`src/sv/spk_pkg.sv`:
```
`timescale 1ns / 1ps

package spk_pkg;

	// Word width and the two fixed rotate amounts of the Speck round.
	localparam int WORD_W = 64;
	localparam int ROT_A  = 8;
	localparam int ROT_B  = 3;

	// Default number of cipher rounds.
	localparam int DEF_NUM_ROUNDS = 32;

	// Configuration port: two 64-bit key registers at byte addresses 0 and 8.
	localparam int PADDR_W = 4;
	localparam int PDATA_W = 64;
	localparam logic REG_KEY_LOW  = 1'b0;
	localparam logic REG_KEY_HIGH = 1'b1;

	typedef logic [WORD_W-1:0] word_t;

	// Sequencer states.
	typedef enum logic [1:0] {
		ST_IDLE,
		ST_KEYFWD,
		ST_ENC,
		ST_DEC
	} state_t;

	// Control from the sequencer to the datapath.
	typedef struct packed {
		logic load;       // take the input beat and the key registers
		logic data_step;  // update the data words with the round result
		logic data_inv;   // data unit runs the inverse round
		logic key_step;   // update the key pair with the schedule result
		logic key_inv;    // schedule unit runs the inverse round
		logic finish;     // capture the round result into the output register
	} ctl_t;

endpackage

```
`src/sv/spk_round.sv`:
```
`timescale 1ns / 1ps

module spk_round
	import spk_pkg::*;
(
	input  word_t x,
	input  word_t y,
	input  word_t k,
	input  logic  inv,
	output word_t x_nxt,
	output word_t y_nxt
);

	word_t f_a;
	word_t f_y;
	word_t i_b;
	word_t i_a;
	word_t i_x;

	// Forward round: x = (ror(x,8) + y) ^ k, y = rol(y,3) ^ x.
	always_comb begin
		f_a = (((x >> ROT_A) | (x << (WORD_W - ROT_A))) + y) ^ k;
		f_y = ((y << ROT_B) | (y >> (WORD_W - ROT_B))) ^ f_a;
	end

	// Inverse round: y = ror(y ^ x, 3), x = rol((x ^ k) - y, 8).
	always_comb begin
		i_b = ((y ^ x) >> ROT_B) | ((y ^ x) << (WORD_W - ROT_B));
		i_a = (x ^ k) - i_b;
		i_x = (i_a << ROT_A) | (i_a >> (WORD_W - ROT_A));
	end

	assign x_nxt = inv ? i_x : f_a;
	assign y_nxt = inv ? i_b : f_y;

endmodule

```
`src/sv/spk_ctrl.sv`:
```
`timescale 1ns / 1ps

module spk_ctrl
	import spk_pkg::*;
#(
	parameter int NUM_ROUNDS = DEF_NUM_ROUNDS,
	parameter int RC_W = (NUM_ROUNDS > 1) ? $clog2(NUM_ROUNDS) : 1
) (
	input  logic            clk,
	input  logic            arst_n,
	input  logic            in_valid,
	input  logic            func,
	input  logic            out_free,
	output logic            in_stall,
	output ctl_t            ctl,
	output logic [RC_W-1:0] key_idx
);

	localparam logic [RC_W-1:0] LAST     = RC_W'(NUM_ROUNDS - 1);
	localparam logic [RC_W-1:0] PRE_LAST = RC_W'(NUM_ROUNDS - 2);

	state_t          state_q;
	state_t          state_d;
	logic [RC_W-1:0] cnt_q;
	logic [RC_W-1:0] cnt_d;

	// State and round counter registers.
	always_ff @(posedge clk or negedge arst_n) begin
		if (!arst_n) begin
			state_q <= ST_IDLE;
			cnt_q   <= '0;
		end else begin
			state_q <= state_d;
			cnt_q   <= cnt_d;
		end
	end

	// Next state and datapath control.
	always_comb begin
		state_d = state_q;
		cnt_d   = cnt_q;
		ctl     = '0;
		unique case (state_q)
			ST_IDLE: begin
				if (in_valid) begin
					ctl.load = 1'b1;
					cnt_d    = '0;
					if (!func) begin
						state_d = ST_ENC;
					end else if (NUM_ROUNDS > 1) begin
						state_d = ST_KEYFWD;
					end else begin
						state_d = ST_DEC;
					end
				end
			end
			ST_KEYFWD: begin
				// Run the schedule forward up to the last round key.
				ctl.key_step = 1'b1;
				if (cnt_q == PRE_LAST) begin
					state_d = ST_DEC;
					cnt_d   = LAST;
				end else begin
					cnt_d = cnt_q + 1'b1;
				end
			end
			ST_ENC: begin
				if (cnt_q == LAST) begin
					if (out_free) begin
						ctl.data_step = 1'b1;
						ctl.finish    = 1'b1;
						state_d       = ST_IDLE;
					end
				end else begin
					ctl.data_step = 1'b1;
					ctl.key_step  = 1'b1;
					cnt_d         = cnt_q + 1'b1;
				end
			end
			ST_DEC: begin
				// Inverse rounds, stepping the schedule backward alongside.
				ctl.data_inv = 1'b1;
				ctl.key_inv  = 1'b1;
				if (cnt_q == '0) begin
					if (out_free) begin
						ctl.data_step = 1'b1;
						ctl.finish    = 1'b1;
						state_d       = ST_IDLE;
					end
				end else begin
					ctl.data_step = 1'b1;
					ctl.key_step  = 1'b1;
					cnt_d         = cnt_q - 1'b1;
				end
			end
			default: begin
				state_d = ST_IDLE;
			end
		endcase
	end

	assign in_stall = (state_q != ST_IDLE);

	// The inverse schedule step from round j back to round j-1 uses index j-1.
	assign key_idx = (state_q == ST_DEC) ? (cnt_q - 1'b1) : cnt_q;

	// An accepted encrypt beat starts at round zero.
	a_enc_start: assert property (@(posedge clk) disable iff (!arst_n)
		(in_valid && !in_stall && !func) |=> (state_q == ST_ENC && cnt_q == '0))
		else $error("encrypt did not start at round zero");

	// A result is captured only when the output register can take it.
	a_finish_free: assert property (@(posedge clk) disable iff (!arst_n)
		ctl.finish |-> out_free)
		else $error("result captured over a pending beat");

	// Encryption counts rounds upward one per cycle.
	a_enc_count: assert property (@(posedge clk) disable iff (!arst_n)
		(state_q == ST_ENC && cnt_q != LAST) |=>
		(cnt_q == RC_W'($past(cnt_q) + 1'b1)))
		else $error("encrypt round counter skipped");

	// Decryption counts rounds downward one per cycle.
	a_dec_count: assert property (@(posedge clk) disable iff (!arst_n)
		(state_q == ST_DEC && cnt_q != '0) |=>
		(cnt_q == RC_W'($past(cnt_q) - 1'b1)))
		else $error("decrypt round counter skipped");

endmodule

```
`src/sv/speck_block_cipher_top.sv`:
```
`timescale 1ns / 1ps

// Channel  Direction  Handshake               Payload
// in       input      in_valid / in_stall     func, in_word_y, in_word_x
// out      output     out_valid / out_stall   out_word_y, out_word_x
// cfg      input      APB psel/penable/pready key_word_low @0, key_word_high @8
//
// Encryption runs one ARX round per cycle from the accepted beat to the result,
// with the key schedule stepping alongside.
// Decryption first runs the schedule forward to the last round key, then
// NUM_ROUNDS inverse rounds walk it back.
// in_stall is high while an item is in progress; reset returns to idle and
// clears both keys. A stalled result holds the last round until out is free.

module speck_block_cipher_top
	import spk_pkg::*;
#(
	parameter int NUM_ROUNDS = DEF_NUM_ROUNDS
) (
	input  logic               clk,
	input  logic               arst_n,
	input  logic               in_valid,
	output logic               in_stall,
	input  logic               func,
	input  logic [63:0]        in_word_y,
	input  logic [63:0]        in_word_x,
	output logic               out_valid,
	input  logic               out_stall,
	output logic [63:0]        out_word_y,
	output logic [63:0]        out_word_x,
	input  logic               psel,
	input  logic               penable,
	input  logic               pwrite,
	input  logic [PADDR_W-1:0] paddr,
	input  logic [PDATA_W-1:0] pwdata,
	output logic [PDATA_W-1:0] prdata,
	output logic               pready
);

	localparam int RC_W = (NUM_ROUNDS > 1) ? $clog2(NUM_ROUNDS) : 1;

	word_t           key_low_q;
	word_t           key_high_q;
	word_t           x_q;
	word_t           y_q;
	word_t           ka_q;
	word_t           kb_q;
	word_t           x_nxt;
	word_t           y_nxt;
	word_t           ka_nxt;
	word_t           kb_nxt;
	word_t           out_y_q;
	word_t           out_x_q;
	logic            out_valid_q;
	logic            out_free;
	logic [RC_W-1:0] key_idx;
	word_t           key_idx_w;
	logic            cfg_wr;
	ctl_t            ctl;

	// Key registers on the APB port.
	assign pready = 1'b1;
	assign cfg_wr = psel && penable && pwrite && pready;

	always_ff @(posedge clk or negedge arst_n) begin
		if (!arst_n) begin
			key_low_q  <= '0;
			key_high_q <= '0;
		end else if (cfg_wr) begin
			if (paddr[3] == REG_KEY_LOW) begin
				key_low_q <= pwdata;
			end else begin
				key_high_q <= pwdata;
			end
		end
	end

	assign prdata = (paddr[3] == REG_KEY_HIGH) ? key_high_q : key_low_q;

	// Sequencer.
	spk_ctrl #(
		.NUM_ROUNDS(NUM_ROUNDS),
		.RC_W      (RC_W)
	) u_ctrl (
		.clk     (clk),
		.arst_n  (arst_n),
		.in_valid(in_valid),
		.func    (func),
		.out_free(out_free),
		.in_stall(in_stall),
		.ctl     (ctl),
		.key_idx (key_idx)
	);

	// Data round unit, keyed by the current round key.
	spk_round u_data_rnd (
		.x    (x_q),
		.y    (y_q),
		.k    (kb_q),
		.inv  (ctl.data_inv),
		.x_nxt(x_nxt),
		.y_nxt(y_nxt)
	);

	// Key schedule round unit, keyed by the round index.
	assign key_idx_w = {{(WORD_W - RC_W){1'b0}}, key_idx};

	spk_round u_key_rnd (
		.x    (ka_q),
		.y    (kb_q),
		.k    (key_idx_w),
		.inv  (ctl.key_inv),
		.x_nxt(ka_nxt),
		.y_nxt(kb_nxt)
	);

	// Working data and key pair registers.
	always_ff @(posedge clk) begin
		if (ctl.load) begin
			y_q  <= in_word_y;
			x_q  <= in_word_x;
			ka_q <= key_high_q;
			kb_q <= key_low_q;
		end else begin
			if (ctl.data_step) begin
				x_q <= x_nxt;
				y_q <= y_nxt;
			end
			if (ctl.key_step) begin
				ka_q <= ka_nxt;
				kb_q <= kb_nxt;
			end
		end
	end

	// Output register: holds a result beat until the sink takes it.
	assign out_free = !out_valid_q || !out_stall;

	always_ff @(posedge clk or negedge arst_n) begin
		if (!arst_n) begin
			out_valid_q <= 1'b0;
		end else if (ctl.finish) begin
			out_valid_q <= 1'b1;
		end else if (!out_stall) begin
			out_valid_q <= 1'b0;
		end
	end

	always_ff @(posedge clk) begin
		if (ctl.finish) begin
			out_y_q <= y_nxt;
			out_x_q <= x_nxt;
		end
	end

	assign out_valid  = out_valid_q;
	assign out_word_y = out_y_q;
	assign out_word_x = out_x_q;

endmodule

```
`config.mk`:
```
export PLATFORM = sky130hd
export DESIGN_NAME = speck_block_cipher_top
export DESIGN_NICKNAME = d
export VERILOG_FILES = /design/src/sv/spk_pkg.sv /design/src/sv/spk_round.sv /design/src/sv/spk_ctrl.sv /design/src/sv/speck_block_cipher_top.sv
export SDC_FILE = /design/constraint.sdc
export NUM_CORES = 2
export LEC_CHECK = 0
export BUFFER_PORTS_ARGS = -buffer_cell sky130_fd_sc_hd__buf_2
export CORE_MARGIN = 5
export CORE_UTILIZATION = 55
export DETAILED_ROUTE_END_ITERATION = 16
export HOLD_SLACK_MARGIN = 0.15
export PLACE_DENSITY = 0.75
export SLEW_MARGIN = 20
export SYNTH_ARGS = -nofsm -noshare
export SYNTH_HDL_FRONTEND = slang
export SYNTH_HIERARCHICAL = 1
export SYNTH_SLANG_ARGS = --single-unit
```
`constraint.sdc`:
```
create_clock -name clk -period 23.4 [get_ports clk]
set_clock_uncertainty 0.05 [all_clocks]
set_input_delay 2.34 -clock clk [delete_from_list [all_inputs] [get_ports clk]]
set_output_delay 2.34 -clock clk [all_outputs]
set_load 0.01 [all_outputs]
```
# Word level (Yosys, flattened, before mapping)
# Index checks and enable logic that the tools add are counted.
# classes
bitwise	17
n_reduce_logical	14
eq_ne	12
muxes	41
addsub	6
# op_table
op	n
64-bit 2-to-1 mux	13
64-bit XOR	6
64-bit adder	2
56-bit by 64-bit bitwise OR with 64-bit output	2
61-bit by 64-bit bitwise OR with 64-bit output	2
64-bit by 3-bit bitwise OR with 64-bit output	2
64-bit by 8-bit bitwise OR with 64-bit output	2
64-bit subtractor	2
64-bit by 5-bit XOR with 64-bit output	2
5-bit 2-to-1 mux	5
5-bit case mux with 4 select lines	1
1-bit 2-to-1 mux	12
2-bit 2-to-1 mux	6
5-bit equality test (second input constant)	2
2-bit by 1-bit != test with 1-bit output (second input constant)	4
2-bit case mux with 4 select lines	1
2-bit != test (second input constant)	3
2-bit nonzero test	3
5-bit by 1-bit adder with 5-bit output (second input constant)	1
5-bit logical NOT	1
5-bit by 1-bit subtractor with 5-bit output (second input constant)	1
2-bit equality test (second input constant)	2
1-bit case mux with 2 select lines	2
2-bit AND reduction	2
other kinds (9)	11
# word_totals
input_bits	204
ff_bits	520

# Logic depth before layout (Yosys ltp)
# logic_depth
ltp_word	8
mapped_depth	21
mapped_depth_nobuf	20

# By module
# Netlist, hierarchy kept.
# by_module_without_submodules
mod	area_per_inst_um2	cells_per_inst	n_inst
speck_block_cipher_top	20402.1	1019	1
spk_round at u_data_rnd	11199.5	1618	1
spk_round at u_key_rnd	11135.7	1623	1
spk_ctrl	794.5	107	1

# Worst setup path after synthesis
# No wires, ideal clock.
# synth_timing
kind	input -> register
start	input out_stall
end	register out_x_q[0] (netlist: out_word_x[0]) (enable)
arrival_ns	7.881
cell_stages	3
slack_ns	14.848
path_cell_list	nand2_1 > nand2_1 > nor2_1
# synth_lines
item	line	text
from (decl)	speck_block_cipher_top.sv:28	input logic out_stall,
to (signal assigned)	speck_block_cipher_top.sv:152	out_x_q <= x_nxt;
to (decl)	speck_block_cipher_top.sv:53	word_t out_x_q;

==> results.ini <==
[critical_path]
crit_path_end_kind=register
critPathKind=reg -> reg
startpoint=u_ctrl/state_q[1]
startpoint_type=register
critPathMaxFanout=121
path_cells=nand2_1, inv_8, ha_1, inv_1, xnor2_1, ha_1, inv_1, fa_1, a211oi_1, o21bai_1, a21oi_1, o21a_1, a2111oi_1, nor3_1, o21ai_1, a21oi_1, o21ai_1, xnor2_1, a21oi_1, mux2_2
r2r_start=u_ctrl/state_q[1]
reg2regPathDepth=20
rr_endpoint=ka_q[2]
cp.required_ps=23740
cp.arrival_ps=6890
crit_path_top_delay_cell=dfrtp_1
r2r_setup_slack_ps=16860
max_stage_delay_ps=770
critical_path.most_common_cell=a21oi_1

[synth]
synth-seq-cells=520
synth_top_cell_by_area=edfxtp_1
ys_warn_count=6
yosysMostFrequentCell=xnor2_1
ys_top_cells_by_area=edfxtp_1 26%, mux2_2 10%, xnor2_1 9.6%
syn_inst=4367
synth_area_per_cell_um2=9.97
synth.distinct_cells=106
synth_edf_count=384
syn-cell-area_um2=43500
async_reset_ff_share_pct=26.2
synth_top_area_share_pct=26.5
ys_top_cells_by_count=475 x xnor2_1, 453 x a21oi_1, 389 x mux2_2
yosysSeqAreaShare_pct=34.3
synth-main-ff-cell=edfxtp_1

[floorplan]
dieWidth_um=291
dieArea_um2=84900
top_level_ports=399
initial_core_util_pct=55.3
rows=103
core_area_um2=78700
die_h_um=291

[sta]
hold_viol=0
layout_min_cycle_time_ps=6540
tightest_slew_ps=1130
finalCritPeriodShare_pct=28.0
rsz0062_at_grt=false
timing.fmax_ghz=0.153
slew_viol_final=0
setup_viol=0
max-slew-margin-rel_pct=24.6
tns_ps=0

[min_path]
hold_depth=1
hp-class=reg -> reg
hold_end=key_high_q[15]
hp-start=key_high_q[15]

[placed_design]
gp_congestion=0.968
placed_cells=5747
port_buffers=394
detailed_place_hpwl_um=115000

[grt]
grt_pass1_vias=35100
grt_pass1_wl_um=216000
track_usage_pct=32.6
grt_antenna_before_repair=2
grt_max_degree=161
grt_overflow=0

[final_layout]
fin_nets=5221
drive_above_1_share_pct=21.5
stdcell_count=5852
area_growth_pct=11.2

[clock_network]
insertion_delay_ps=640
worst_setup_hold_path_clk_slew_ps=60
ctsHoldBuffers=0
cts_setup_buffers=0
cts_tree=built
ctsRootBufferMaster=clkbuf_16
clock-sinks=520
numCtsBuffers=55
cts_htree_levels=2
post_cts.resized_instances=0
cts.path.max_buffers=3

[routing]
wl_um=146000
ant_nets=0
num_vias=35900
dr.pass1.iters=7
post-route-drc-count=0
wl_per_cell_um=24.9
drt_iter0_drc=3062
routed_via_density=6.13

[outcome]
status=finished clean

[flow_run]
maxCapViolations=0

==> per-stage QoR <==
stage | util (%) | cell area (um^2) | hold slack, ps | worst slack (ps)
after global routing | 61.4 | 48400 | 495 | 16550
after detailed placement | 59.2 | 46600 | 464 | 16980
final | 61.5 | 48400 | 479 | 16860
after CTS | 61.4 | 48400 | 481 | 16950
after floorplan | - | 44000 | 425 | 14850
after global placement | 59.2 | 46600 | 443 | 16930
==> routing by layer <==
metal / routed length [um] / share of wire [%] / track usage, % / up-vias
li1: - / - / - / 16700
met1: 61200 / 42 / 43.8 / 17500
met2: 70000 / 48 / 56.0 / 1496
met3: 9720 / 6.7 / 3.89 / 271
met4: 4710 / 3.2 / 9.20 / 0
met5: 0 / 0 / 0 / -
==> state kept, by name, indices dropped and copies added, names as in the netlist <==
register        flops
ka_q               64
kb_q               64
key_high_q         64
key_low_q          64
out_valid           1
out_word_x         64
out_word_y         64
u_ctrl/cnt_q        5
u_ctrl/state_q      2
x_q                64
y_q                64
==> worst max-delay path: cells and delay by family (launching register included) <==
kind | cells | cell delay, ps
compound gates | 9 | 2290
xor+xnor | 2 | 410
fa+ha+maj | 3 | 1070
buf+inv | 3 | 640
flops | 1 | 770
mux | 1 | 280
simple gates | 2 | 790
==> placed cells by master (no fill, tap or decap), drive strengths merged, types with 11 or more instances in the layout <==
cell / instances
a211oi: 25
a21o: 162
a21oi: 455
a31oi: 49
a41oi: 11
and2: 13
and3: 25
buf: 431
clkbuf: 63
clkinv: 27
conb: 119
dfrtp: 136
edfxtp: 384
ha: 258
inv: 92
mux2: 454
mux2i: 50
nand2: 259
nand2b: 16
nand3: 56
nand4: 79
nor2: 298
nor2b: 29
nor3: 37
o211ai: 21
o21a: 33
o21ai: 195
o21bai: 62
o221ai: 12
o31ai: 20
or3: 11
xnor2: 475
xor2: 278
==> final cells by class <==
| class | count | area (um^2) |
|---|---|---|
| Tap cell | 1050 | 1310 |
| Timing Repair Buffer | 431 | 2290 |
| Antenna cell | 2 | 5.00 |
| Clock buffer | 63 | 1470 |
| Fill cell | 6814 | 30400 |
| Multi-Input combinational cell | 3661 | 27800 |
| Clock inverter | 39 | 287 |
| Sequential cell | 520 | 14900 |
| Inverter | 86 | 330 |
==> logic make-up (layout without fill, tap and decap cells) <==
| group | count (synthesis) | after routing | synth area share, % |
|---|---|---|---|
| muxes | 504 | 504 | 13.4 |
| AOI/OAI and AO/OA | 1147 | 1147 | 16.9 |
| other | 2 | 121 | 0.0173 |
| adders and majority gates | 262 | 262 | 7.60 |
| and+or+nand+nor | 867 | 867 | 9.16 |
| xor gates and xnor gates | 762 | 762 | 15.6 |
| buffers and inverters | 303 | 619 | 2.98 |
| DFF | 520 | 520 | 34.3 |
==> worst max-delay path by stage <==
stage                         end  cells after the start
floorplan           out_word_x[0]                      3
global placement          ka_q[2]                     20
detailed placement        ka_q[2]                     20
CTS                       ka_q[2]                     20
global route              ka_q[2]                     20
finish                    ka_q[2]                     20
Power is not shown: default switching activity piles up to over one toggle a cycle in this logic, so the estimate is an artifact.
